==> src/rtl/sid_pkg.sv <==
// Package for the signed 32-bit divider: word width, step counter width
// and the result bundle passed from the serial divide unit to the top level.
// No dependencies.
package sid_pkg;

   localparam int WORD_WIDTH = 32;
   localparam int STEP_WIDTH = $clog2(WORD_WIDTH);

   typedef logic [WORD_WIDTH-1:0] word_type;

   typedef struct packed {
      logic     done;
      word_type quo;
      word_type rem;
   } div_result_type;

endpackage

==> src/rtl/sid_serial_div.sv <==
// Radix-2 restoring divide unit on unsigned magnitudes, one quotient bit per cycle.
// The dividend shifts out of a register MSB first while quotient bits shift in.
// Depends on sid_pkg.
module sid_serial_div
   import sid_pkg::*;
(
   input  logic           clock,
   input  logic           reset,
   input  logic           start,
   input  word_type       num,
   input  word_type       den,
   output div_result_type result
);

   logic                  running_ff, running_in;
   logic                  done_ff, done_in;
   logic [STEP_WIDTH-1:0] step_ff, step_in;
   word_type              shift_ff, shift_in;
   word_type              rem_ff, rem_in;
   word_type              den_ff, den_in;
   logic [WORD_WIDTH:0]   partial;
   logic [WORD_WIDTH:0]   diff;

   assign partial = {rem_ff, shift_ff[WORD_WIDTH-1]};
   assign diff    = partial - {1'b0, den_ff};

   always_comb begin
      running_in = running_ff;
      done_in    = 1'b0;
      step_in    = step_ff;
      shift_in   = shift_ff;
      rem_in     = rem_ff;
      den_in     = den_ff;
      priority if (start) begin
         running_in = 1'b1;
         step_in    = STEP_WIDTH'(WORD_WIDTH - 1);
         shift_in   = num;
         rem_in     = '0;
         den_in     = den;
      end else if (running_ff) begin
         if (diff[WORD_WIDTH]) begin
            rem_in   = partial[WORD_WIDTH-1:0];
            shift_in = {shift_ff[WORD_WIDTH-2:0], 1'b0};
         end else begin
            rem_in   = diff[WORD_WIDTH-1:0];
            shift_in = {shift_ff[WORD_WIDTH-2:0], 1'b1};
         end
         step_in = step_ff - 1'b1;
         if (step_ff == '0) begin
            running_in = 1'b0;
            done_in    = 1'b1;
         end
      end
   end

   always_ff @(posedge clock) begin
      if (reset) begin
         running_ff <= 1'b0;
         done_ff    <= 1'b0;
      end else begin
         running_ff <= running_in;
         done_ff    <= done_in;
      end
      step_ff  <= step_in;
      shift_ff <= shift_in;
      rem_ff   <= rem_in;
      den_ff   <= den_in;
   end

   assign result.done = done_ff;
   assign result.quo  = shift_ff;
   assign result.rem  = rem_ff;

endmodule

==> src/rtl/signed_int32_divider.sv <==
// Signed 32-bit divider, quotient truncated toward zero, remainder signed as dividend.
// Each request runs 32 steps of the serial divide unit, then the registered sign
// fix-up. No new request is taken while one is in flight; the unit returns to idle
// as the result is registered, so the next request can be taken while it is shown.
// A finished result waits in a hold state until a stalled earlier response is taken.
// Synchronous active-high reset clears state, valid, running, done; no clearing pass.
// Depends on sid_pkg and sid_serial_div.
module signed_int32_divider
   import sid_pkg::*;
(
   input  logic        clock,
   input  logic        reset,
   input  logic        req_valid,
   output logic        req_stall,
   input  logic [31:0] req_dividend,
   input  logic [31:0] req_divisor,
   output logic        rsp_valid,
   input  logic        rsp_stall,
   output logic [31:0] rsp_quotient,
   output logic [31:0] rsp_remainder,
   output logic        rsp_divide_by_zero
);

   localparam logic [1:0] ST_IDLE = 2'd0;
   localparam logic [1:0] ST_BUSY = 2'd1;
   localparam logic [1:0] ST_HOLD = 2'd2;

   logic [1:0]     state_ff, state_in;
   logic           neg_quo_ff, neg_quo_in;
   logic           neg_rem_ff, neg_rem_in;
   logic           dbz_ff, dbz_in;
   logic           valid_ff, valid_in;
   word_type       quo_ff, quo_in;
   word_type       rem_ff, rem_in;
   logic           dbz_out_ff, dbz_out_in;
   logic           req_take;
   logic           out_free;
   logic           finish;
   word_type       num_mag;
   word_type       den_mag;
   div_result_type div_result;

   assign req_stall = (state_ff != ST_IDLE);
   assign req_take  = req_valid && !req_stall;
   assign out_free  = !valid_ff || !rsp_stall;
   assign num_mag   = req_dividend[31] ? (32'd0 - req_dividend) : req_dividend;
   assign den_mag   = req_divisor[31] ? (32'd0 - req_divisor) : req_divisor;

   sid_serial_div u_div (
      .clock  (clock),
      .reset  (reset),
      .start  (req_take),
      .num    (num_mag),
      .den    (den_mag),
      .result (div_result)
   );

   always_comb begin
      state_in   = state_ff;
      neg_quo_in = neg_quo_ff;
      neg_rem_in = neg_rem_ff;
      dbz_in     = dbz_ff;
      finish     = 1'b0;
      unique case (state_ff)
         ST_IDLE: begin
            if (req_take) begin
               neg_quo_in = req_dividend[31] ^ req_divisor[31];
               neg_rem_in = req_dividend[31];
               dbz_in     = (req_divisor == '0);
               state_in   = ST_BUSY;
            end
         end
         ST_BUSY: begin
            if (div_result.done) begin
               if (out_free) begin
                  finish   = 1'b1;
                  state_in = ST_IDLE;
               end else begin
                  state_in = ST_HOLD;
               end
            end
         end
         ST_HOLD: begin
            if (out_free) begin
               finish   = 1'b1;
               state_in = ST_IDLE;
            end
         end
         default: begin
            state_in = ST_IDLE;
         end
      endcase
   end

   always_comb begin
      valid_in   = valid_ff && rsp_stall;
      quo_in     = quo_ff;
      rem_in     = rem_ff;
      dbz_out_in = dbz_out_ff;
      if (finish) begin
         valid_in   = 1'b1;
         dbz_out_in = dbz_ff;
         if (dbz_ff) begin
            quo_in = '0;
            rem_in = '0;
         end else begin
            quo_in = neg_quo_ff ? (32'd0 - div_result.quo) : div_result.quo;
            rem_in = neg_rem_ff ? (32'd0 - div_result.rem) : div_result.rem;
         end
      end
   end

   always_ff @(posedge clock) begin
      if (reset) begin
         state_ff <= ST_IDLE;
         valid_ff <= 1'b0;
      end else begin
         state_ff <= state_in;
         valid_ff <= valid_in;
      end
      neg_quo_ff <= neg_quo_in;
      neg_rem_ff <= neg_rem_in;
      dbz_ff     <= dbz_in;
      quo_ff     <= quo_in;
      rem_ff     <= rem_in;
      dbz_out_ff <= dbz_out_in;
   end

   assign rsp_valid          = valid_ff;
   assign rsp_quotient       = quo_ff;
   assign rsp_remainder      = rem_ff;
   assign rsp_divide_by_zero = dbz_out_ff;

endmodule
==> config.mk <==
export PLATFORM = sky130hd
export DESIGN_NAME = signed_int32_divider
export DESIGN_NICKNAME = d
export VERILOG_FILES = /design/src/rtl/sid_pkg.sv /design/src/rtl/sid_serial_div.sv /design/src/rtl/signed_int32_divider.sv
export SDC_FILE = /design/constraint.sdc
export NUM_CORES = 1
export LEC_CHECK = 0
export BUFFER_PORTS_ARGS = -buffer_cell sky130_fd_sc_hd__clkbuf_2
export CAP_MARGIN = 20
export CELL_PAD_IN_SITES_DETAIL_PLACEMENT = 0
export CELL_PAD_IN_SITES_GLOBAL_PLACEMENT = 1
export CORE_UTILIZATION = 41
export CTS_CLUSTER_SIZE = 40
export DETAILED_ROUTE_END_ITERATION = 12
export PLACE_DENSITY = 0.86
export SYNTH_ARGS = -nofsm -noshare
export SYNTH_HDL_FRONTEND = slang
export SYNTH_SLANG_ARGS = --single-unit
==> constraint.sdc <==
create_clock -name clock -period 4.8 [get_ports clock]
set_input_delay 0.96 -clock clock [delete_from_list [all_inputs] [get_ports clock]]
set_output_delay 0.96 -clock clock [all_outputs]
set_load 0.05 [all_outputs]
==> results of run 1 <==
## layout by cell type (no fill, tap or decap), drive strengths merged, types with 5 or more instances in the layout
cell type / count
clkinv: 5
xor2: 101
inv: 57
buf: 10
a311oi: 11
nand2: 147
ha: 41
a21oi: 59
o21ai: 102
nor2b: 7
or4: 14
dfxtp: 42
edfxtp: 132
clkbuf: 152
a211oi: 11
xnor2: 45
o41ai: 15
o31ai: 34
nand2b: 20
a31oi: 10
nor3: 10
o211ai: 8
a21o: 18
mux2i: 8
nor2: 106
nor4: 10
nand3: 20
or3: 27
o21bai: 7
## power by group
| group | switching, mW | internal (mW) |
|---|---|---|
| clock | 0.613 | 0.777 |
| combinational | 0.777 | 0.540 |
| sequential | 0.185 | 1.81 |
| total | 1.58 | 3.12 |
## routing by layer
| metal | GRT usage | wire, um | vias to the layer above |
|---|---|---|---|
| met3 | 0.03250 | 1161 | 16 |
| met5 | 0 | 0 | - |
| met4 | 0.04545 | 273 | 0 |
| li1 | - | - | 4329 |
| met2 | 0.2791 | 10270 | 196 |
| met1 | 0.2597 | 11830 | 3896 |
## cell type report
cell class              count  area [um2]
multi-input cells         865        5518
inverters                  53       198.9
well taps                 330       412.9
clock inverters            14       157.7
clock buffers              18       429.2
flip-flops and latches    174        4806
repair buffers            144       745.7
fillers                  2410       13130
## cells by family (layout without fill, tap and decap cells)
| family | after synthesis | after routing | share of synthesized area |
|---|---|---|---|
| adder cells (fa/ha/maj) | 42 | 42 | 0.04976 |
| multiplexers | 8 | 8 | 0.007476 |
| AO/OA/AOI/OAI | 288 | 288 | 0.1697 |
| buffers and inverters | 107 | 229 | 0.03761 |
| flip-flops | 174 | 174 | 0.4485 |
| XOR/XNOR | 146 | 146 | 0.1201 |
| AND/OR/NAND/NOR | 381 | 381 | 0.1668 |
## worst paths after layout
kind,cells after the start,end,from
max,14,u_div.rem_ff[9],u_div.shift_ff[31]
min,2,u_div.step_ff[4],u_div.step_ff[4]
max reg2reg,14,u_div.rem_ff[9],u_div.shift_ff[31]
min reg2reg,2,u_div.step_ff[4],u_div.step_ff[4]
## per-stage QoR
stage,instance area [um2],worst slack (ns),power [mW],hold slack (ns),utilization
2_1_floorplan,10710,0.2379,2.988,0.4244,-
3_3_place_gp,11680,0.7901,3.299,0.4616,0.4599
3_5_place_dp,11680,0.7393,3.332,0.4730,0.4599
4_1_cts,12270,1.059,4.722,0.4928,0.4830
5_1_grt,12270,0.7497,4.981,0.5309,0.4830
6_report,12270,1.068,4.698,0.4864,0.4830
## sequential cells by signal, summed over array words and instances, names as in the netlist, 2 cells and up
name and count:
u_div.step_ff 5, state_ff 2, u_div.rem_ff 32, u_div.shift_ff 32, u_div.den_ff 32, rsp_remainder 32
rsp_quotient 32
## tightest hold or removal path, cell delays in order, from the launching register on
cell     delay [ns]
dfxtp_1        0.33
xor2_1         0.07
nand2_1        0.06
==> impl_metrics.tcl, run 1 <==
set metrics [dict create \
    fin_crit_sh 0.7774 \
    vias_per_cell 5.280 \
    ir_drop_mv 0.2626 \
    slew_violations 0 \
    portBuffers 134 \
    grtUsageTotal 0.1808 \
    hpwlAfterDp_mm 17.48 \
    route.vias.total 8437 \
    grt_pass1_vias 7784 \
    synth_nets 1256 \
    finalHoldViolCount 0 \
    yosys.area.top_type "edfxtp_1" \
    critPathCaptureType "flop" \
    synth_area_um2 10710 \
    routabilityCongestion 0.8562 \
    area_delta_synth_final_pct 14.53 \
    run_status "complete, no violations" \
    crit_slowest_cell "xor2_2" \
    cts_root_buffer "clkbuf_16" \
    p_leak_nw 4.947 \
    netlist_instances 1146 \
    dr.pass1.iters 5 \
    start_kind "flop" \
    post_cts_buffers 0 \
    drive_gt1_frac 0.1514 \
    cp.arrival_ns 4.06 \
    synth.most_common_cell "nand2_1" \
    fp-row-count 58 \
    cp_max_fo 24 \
    path_clk_slew_ns 0.07 \
    rsz0062_at_grt "false" \
    ys_seq_area_frac 0.4485 \
    synth-async-reset-ratio 0 \
    dp.cells 1566 \
    critPathMaxStageDelay_ns 0.42 \
    ios 135 \
    hp-class "flop to flop" \
    cts_tree "done" \
    fp.dieW_um 163.6 \
    max_cap_viol_count 0 \
    worst_pin_slew_ns 0.9389 \
    synth_flop_cell "edfxtp_1" \
    cts_buffer_depth 2 \
    cts_sinks 174 \
    drtIter0Drc 676 \
    core_area_um2 25400 \
    cts_buffers 17 \
    cp_num_buf_inv 3 \
    drc 0 \
    critPathKind "flop to flop" \
    finalClockSkew_ns 0.01130 \
    finalNetCount 1365 \
    critPathRequiredTime_ns 5.13 \
    synth_area_leaders "edfxtp_1 37%, xor2_1 8.2%, dfxtp_1 7.8%" \
    ys_seq_elements 174 \
    grt_overflow 0 \
    yosys_warnings 0 \
    setup_violations 0 \
    crit_family "compound AO/OA/AOI/OAI gates" \
    dieArea_um2 26780 \
    synthTopCellsByCount "147 x nand2_1, 132 x edfxtp_1, 106 x nor2_1" \
    crit_top_cell "buf_4" \
    grt_pass1_wl_mm 38.72 \
    setup-tns-final_ns 0 \
    synth-edff-count 132 \
    syn_avg_cell_area_um2 9.347 \
    cts_resized 0 \
    reg2reg_slack_ns 1.07 \
    fin_cells 1598 \
    netlist.area_leader.share 0.3701 \
    wl_per_cell_um 14.73 \
    clock.fmax_mhz 268.0 \
    grt_max_degree 76 \
    antenna_cells 0 \
    die_h_um 163.6 \
    drtAntennaViolNets 0 \
    cts_htree_levels 4 \
    relSlewSlack 0.3741 \
    wirelength_mm 23.53 \
    hold_buffers 0 \
    synth.distinct_cells 57 \
    clock_latency_ns 0.43 \
    period_needed_ns 3.732 \
    power_per_cell_area_nw_per_um2 383.0 \
    start_util 0.4217 \
    antenna_found_initial 0 \
    crit_path_cell_trace "inv_1 -> ha_1 -> fa_1 -> nand2b_1 -> a211oi_1 -> o21a_1 -> o211ai_1 -> a21oi_1 -> buf_4 -> a211oi_4 -> xor2_2 -> buf_4 -> nand2_1 -> a311oi_1" \
]
Power figures use the tool's default switching activity.
==> run 2, diff against run 1 <==
CORE_UTILIZATION = 45   (was 41)
PLACE_DENSITY = 0.89   (was 0.86)
clock period = 3.8 ns   (was 4.8 ns; I/O delays follow)
==> run 2 against run 1 <==
Net effect: largest power group unchanged; non-clock buffer count grew 6; power grew 25%; via count increased by 0.88%; cell count down 0.31%; critical endpoint is now rsp_quotient[28]; critical path depth shrank 3.
==> impl_metrics.tcl, run 2 (synthesis gave the netlist of run 1 again) <==
set metrics [dict create \
    cts_resized 0 \
    ir_drop_mv 0.2928 \
    wl_per_cell_um 14.39 \
    start_util 0.4577 \
    worstHoldStart "u_div.step_ff[4]" \
    grt_max_degree 85 \
    dr.pass1.iters 5 \
    period_needed_ns 3.514 \
    cts_root_buffer "clkbuf_16" \
    fp.dieW_um 156.3 \
    p_sw_mw 1.971 \
    antenna_found_initial 0 \
    cp_max_fo 5 \
    utilization 0.5256 \
    drtIter0Drc 625 \
    p_leak_nw 4.981 \
    cp.arrival_ns 3.66 \
    route.vias.total 8511 \
    grt_pass1_wl_mm 37.13 \
    cts_buffer_depth 2 \
    critPathCaptureType "flop" \
    grtUsageTotal 0.1916 \
    portBuffers 134 \
    fin_cells 1593 \
    grt_overflow 0 \
    finalHoldViolCount 0 \
    cts_buffers 17 \
    hpwlAfterDp_mm 17.01 \
    r2r-start "u_div.shift_ff[1]" \
    layout_commonest_cell "nand2_1" \
    clock_latency_ns 0.43 \
    fin_hold_ws_ns 0.4822 \
    drc 0 \
    routabilityCongestion 0.8908 \
    antenna_cells 0 \
    r2r-end "rsp_quotient[28]" \
    die_h_um 156.3 \
    path_clk_slew_ns 0.07 \
    worst_pin_slew_ns 1.077 \
    ios 135 \
    hold_end "u_div.step_ff[4]" \
    dieArea_um2 24430 \
    core_area_um2 23400 \
    comb_power_share 0.287 \
    finalClockSkew_ns 0.01427 \
    most-common-layout-cells "146 x nand2_1, 134 x clkbuf_2, 132 x edfxtp_1" \
    cts_tree "done" \
    reg2reg_slack_ns 0.29 \
    cts_htree_levels 4 \
    max_cap_viol_count 0 \
    relSlewSlack 0.2818 \
    dp.cells 1561 \
    hold_buffers 0 \
    power_per_cell_area_nw_per_um2 478.0 \
    post_cts_buffers 0 \
    run_status "complete, no violations" \
    fin_crit_sh 0.9248 \
    switching_share 0.3352 \
    cts_sinks 174 \
    p_seq_frac 0.429 \
    clock.fmax_mhz 284.6 \
    hp-class "flop to flop" \
    grt_pass1_vias 7469 \
    clock_power_share 0.285 \
    dpl-instance-area_um2 11740 \
    reg2regPathDepth 11 \
    setup_violations 0 \
    setup-tns-final_ns 0 \
    drtAntennaViolNets 0 \
    design_area_um2 12300 \
    hold_depth 2 \
    slew_violations 0 \
    critPathRequiredTime_ns 3.94 \
    fp-row-count 56 \
    wirelength_mm 22.92 \
    area_delta_synth_final_pct 14.82 \
    rsz0062_at_grt "false" \
    vias_per_cell 5.343 \
    finalNetCount 1371 \
    drive_gt1_frac 0.1554 \
    p_int_mw 3.908 \
    start_kind "flop" \
    critPathKind "flop to flop" \
]
[run 2: cell types whose count changed in the layout (fill, tap and decap cells not counted), sizes merged]
cell | previous run | this run
clkinv | 5 | 7
bufinv | 2 | 1
clkinvlp | 3 | 1
buf | 10 | 16
inv | 57 | 58
[run 2: worst max path at each step]
stage / start / endpoint / slack (ns) / cells after the start
final: u_div.shift_ff[1] / rsp_quotient[28] / 0.29 / 11
after global routing: u_div.shift_ff[31] / u_div.rem_ff[4] / 0.004 / 14
after CTS: u_div.shift_ff[1] / rsp_quotient[28] / 0.27 / 11
after detailed placement: req_dividend[4] / u_div.shift_ff[29] / 0.009 / 11
after global placement: req_dividend[4] / u_div.shift_ff[29] / 0.09 / 11
after floorplan: req_dividend[4] / u_div.shift_ff[29] / 0.39 / 10
[run 2: metal layers]
metal,wire [um],track usage,vias to the layer above
met2,9889,0.2904,229
met5,0,0,-
met4,358,0.05742,0
met3,1284,0.03185,26
li1,-,-,4354
met1,11380,0.2789,3902
[run 2: final cells by class]
type / count / area, um2
fillers: 2163 / 11100
flip-flops and latches: 174 / 4806
well taps: 319 / 399.1
clock buffers: 18 / 429.2
multi-input cells: 865 / 5518
repair buffers: 150 / 815.8
clock inverters: 14 / 132.6
inverters: 53 / 198.9
[run 2: critical path, stage by stage (launching register included)]
cell and delay [ns]:
edfxtp_1 0.46, inv_1 0.09, ha_1 0.16, nand2b_1 0.08, nand2b_1 0.16, or4_1 0.49, or3_1 0.44, or3_1 0.43
or3_1 0.41, o31ai_1 0.29, xor2_1 0.17, nor2_1 0.05
[run 2: stage by stage]
step | power (mW) | setup WS, ns
finish | 5.879 | 0.2859
global route | 6.248 | 0.003908
CTS | 5.913 | 0.2730
detailed placement | 4.232 | 0.008900
global placement | 4.200 | 0.08522
floorplan | 3.774 | 0.3881
[run 2: power by group through the flow]
stage	Clock [mW]	Sequential [mW]	Combinational [mW]
6_report	1.67	2.52	1.69
5_1_grt	1.79	2.55	1.91
4_1_cts	1.71	2.52	1.68
3_5_place_dp	0	2.56	1.67
3_3_place_gp	0	2.55	1.65
2_1_floorplan	0	2.47	1.31
==> run 3, diff against run 2 <==
MAX_ROUTING_LAYER = met4   (was default)
==> run 3 against run 2 <==
Net effect: sequential power is essentially flat; via count grew 0.52%; critical path type unchanged; first-iteration DRC count grew 3.4%; flip-flop and latch count is the same; utilization grew 0.13 points; power grew 1.5%; cell count is the same; count of clock-buffer cells in the layout shrank 1; sequential share of layout area shrank 0.095 points.
==> impl_metrics.tcl, run 3 (synthesis gave the netlist of run 1 again) <==
set metrics [dict create \
    power_per_cell_area_nw_per_um2 483.8 \
    antenna_found_initial 0 \
    most-common-layout-cells "146 x nand2_1, 134 x clkbuf_2, 132 x edfxtp_1" \
    fp-row-count 56 \
    cts_sinks 174 \
    period_needed_ns 3.477 \
    clock_latency_ns 0.43 \
    start_util 0.4577 \
    vias_per_cell 5.370 \
    finalNetCount 1371 \
    comb_power_share 0.284 \
    fin_hold_ws_ns 0.4905 \
    clock_power_share 0.293 \
    wl_per_cell_um 14.53 \
    setup_violations 0 \
    drc 0 \
    area_delta_synth_final_pct 15.10 \
    die_h_um 156.3 \
    hp-class "flop to flop" \
    fin_crit_sh 0.9150 \
    cts_buffers 17 \
    routabilityCongestion 0.8714 \
    critPathCaptureType "flop" \
    layout_commonest_cell "nand2_1" \
    drtIter0Drc 646 \
    rsz0062_at_grt "false" \
    crit_slowest_cell "or4_1" \
    route.vias.total 8555 \
    start_kind "flop" \
    fin_cells 1593 \
    dr.pass1.iters 5 \
    drtAntennaViolNets 0 \
    slew_violations 0 \
    p_leak_nw 4.988 \
    worst_pin_slew_ns 0.9928 \
    n_fill_cell 2159 \
    ios 135 \
    path_clk_slew_ns 0.07 \
    cts_htree_levels 4 \
    dieArea_um2 24430 \
    cts_tree "done" \
    hold_buffers 0 \
    cp_max_fo 4 \
    cts_resized 0 \
    cp_num_buf_inv 1 \
    finalClockSkew_ns 0.01257 \
    critPathMaxStageDelay_ns 0.47 \
    grtUsageTotal 0.1983 \
    wirelength_mm 23.15 \
    clock.fmax_mhz 287.6 \
    crit_path_cell_trace "inv_1 -> ha_1 -> nand2b_1 -> nand2b_1 -> or4_1 -> or3_1 -> or3_1 -> or3_1 -> o31ai_1 -> xor2_1 -> nor2_1" \
    crit_family "simple AND/OR/NAND/NOR gates" \
    switching_share 0.3402 \
    critPathKind "flop to flop" \
    p_seq_frac 0.423 \
    hpwlAfterDp_mm 17.16 \
    dpl-instance-area_um2 11740 \
    p_total_mw 5.966 \
    relSlewSlack 0.3382 \
    grt_pass1_wl_mm 37.24 \
    setup-tns-final_ns 0 \
    grt_overflow 0 \
    antenna_cells 0 \
    p_sw_mw 2.029 \
    cts_root_buffer "clkbuf_16" \
    ir_drop_mv 0.2327 \
    post_cts_buffers 0 \
    max_cap_viol_count 0 \
    dp.cells 1561 \
    critPathRequiredTime_ns 3.97 \
    p_int_mw 3.936 \
    run_status "complete, no violations" \
    crit_top_cell "or3_1" \
    cp.arrival_ns 3.64 \
    grt_pass1_vias 7592 \
    design_area_um2 12330 \
    core_area_um2 23400 \
    cts_buffer_depth 2 \
    drive_gt1_frac 0.1570 \
    finalHoldViolCount 0 \
    portBuffers 134 \
    grt_max_degree 85 \
    fp.dieW_um 156.3 \
]
-- run 3: path summary, 6_finish.rpt --
check / startpoint / end / slack, ns / depth (start not counted)
min: u_div.step_ff[4] / u_div.step_ff[4] / 0.49 / 2
max: u_div.shift_ff[0] / rsp_quotient[28] / 0.32 / 11
max reg2reg: u_div.shift_ff[0] / rsp_quotient[28] / 0.32 / 11
min reg2reg: u_div.step_ff[4] / u_div.step_ff[4] / 0.49 / 2
-- run 3: cell type report --
cell class / instances / area (um2) / share of cell area
Clock buffer: 17 / 425.4 / 0.03450
Clock inverter: 15 / 166.4 / 0.01350
Inverter: 53 / 198.9 / 0.01614
Multi-Input combinational cell: 865 / 5518 / 0.4475
Sequential cell: 174 / 4806 / 0.3898
Tap cell: 319 / 399.1 / 0.03237
Timing Repair Buffer: 150 / 815.8 / 0.06617
-- run 3: routing by layer --
layer / up-vias / part of all wire / GRT usage
li1: 4344 / - / -
met1: 3946 / 0.49 / 0.2720
met2: 250 / 0.44 / 0.3036
met3: 15 / 0.057 / 0.03268
met4: 0 / 0.011 / 0.05182
met5: - / 0 / -
-- run 3: worst reg2reg max path, cell delays in order, from the launching register on --
cell,delay [ns]
edfxtp_1,0.43
inv_1,0.11
ha_1,0.17
nand2b_1,0.09
nand2b_1,0.16
or4_1,0.47
or3_1,0.43
or3_1,0.43
or3_1,0.42
o31ai_1,0.29
xor2_1,0.17
nor2_1,0.05
-- run 3: power by group through the flow --
stage	Sequential, mW	Clock (mW)	Combinational [mW]
finish	2.52	1.75	1.70
global route	2.55	1.86	1.91
CTS	2.52	1.78	1.69
detailed placement	2.56	0	1.68
global placement	2.55	0	1.66
floorplan	2.47	0	1.31
-- run 3: per-stage QoR --
stage / setup WS [ns] / util
2_1_floorplan: 0.3881 / -
3_3_place_gp: 0.07459 / 0.5016
3_5_place_dp: -0.03214 / 0.5016
4_1_cts: 0.3120 / 0.5268
5_1_grt: 0.07063 / 0.5268
6_report: 0.3231 / 0.5268
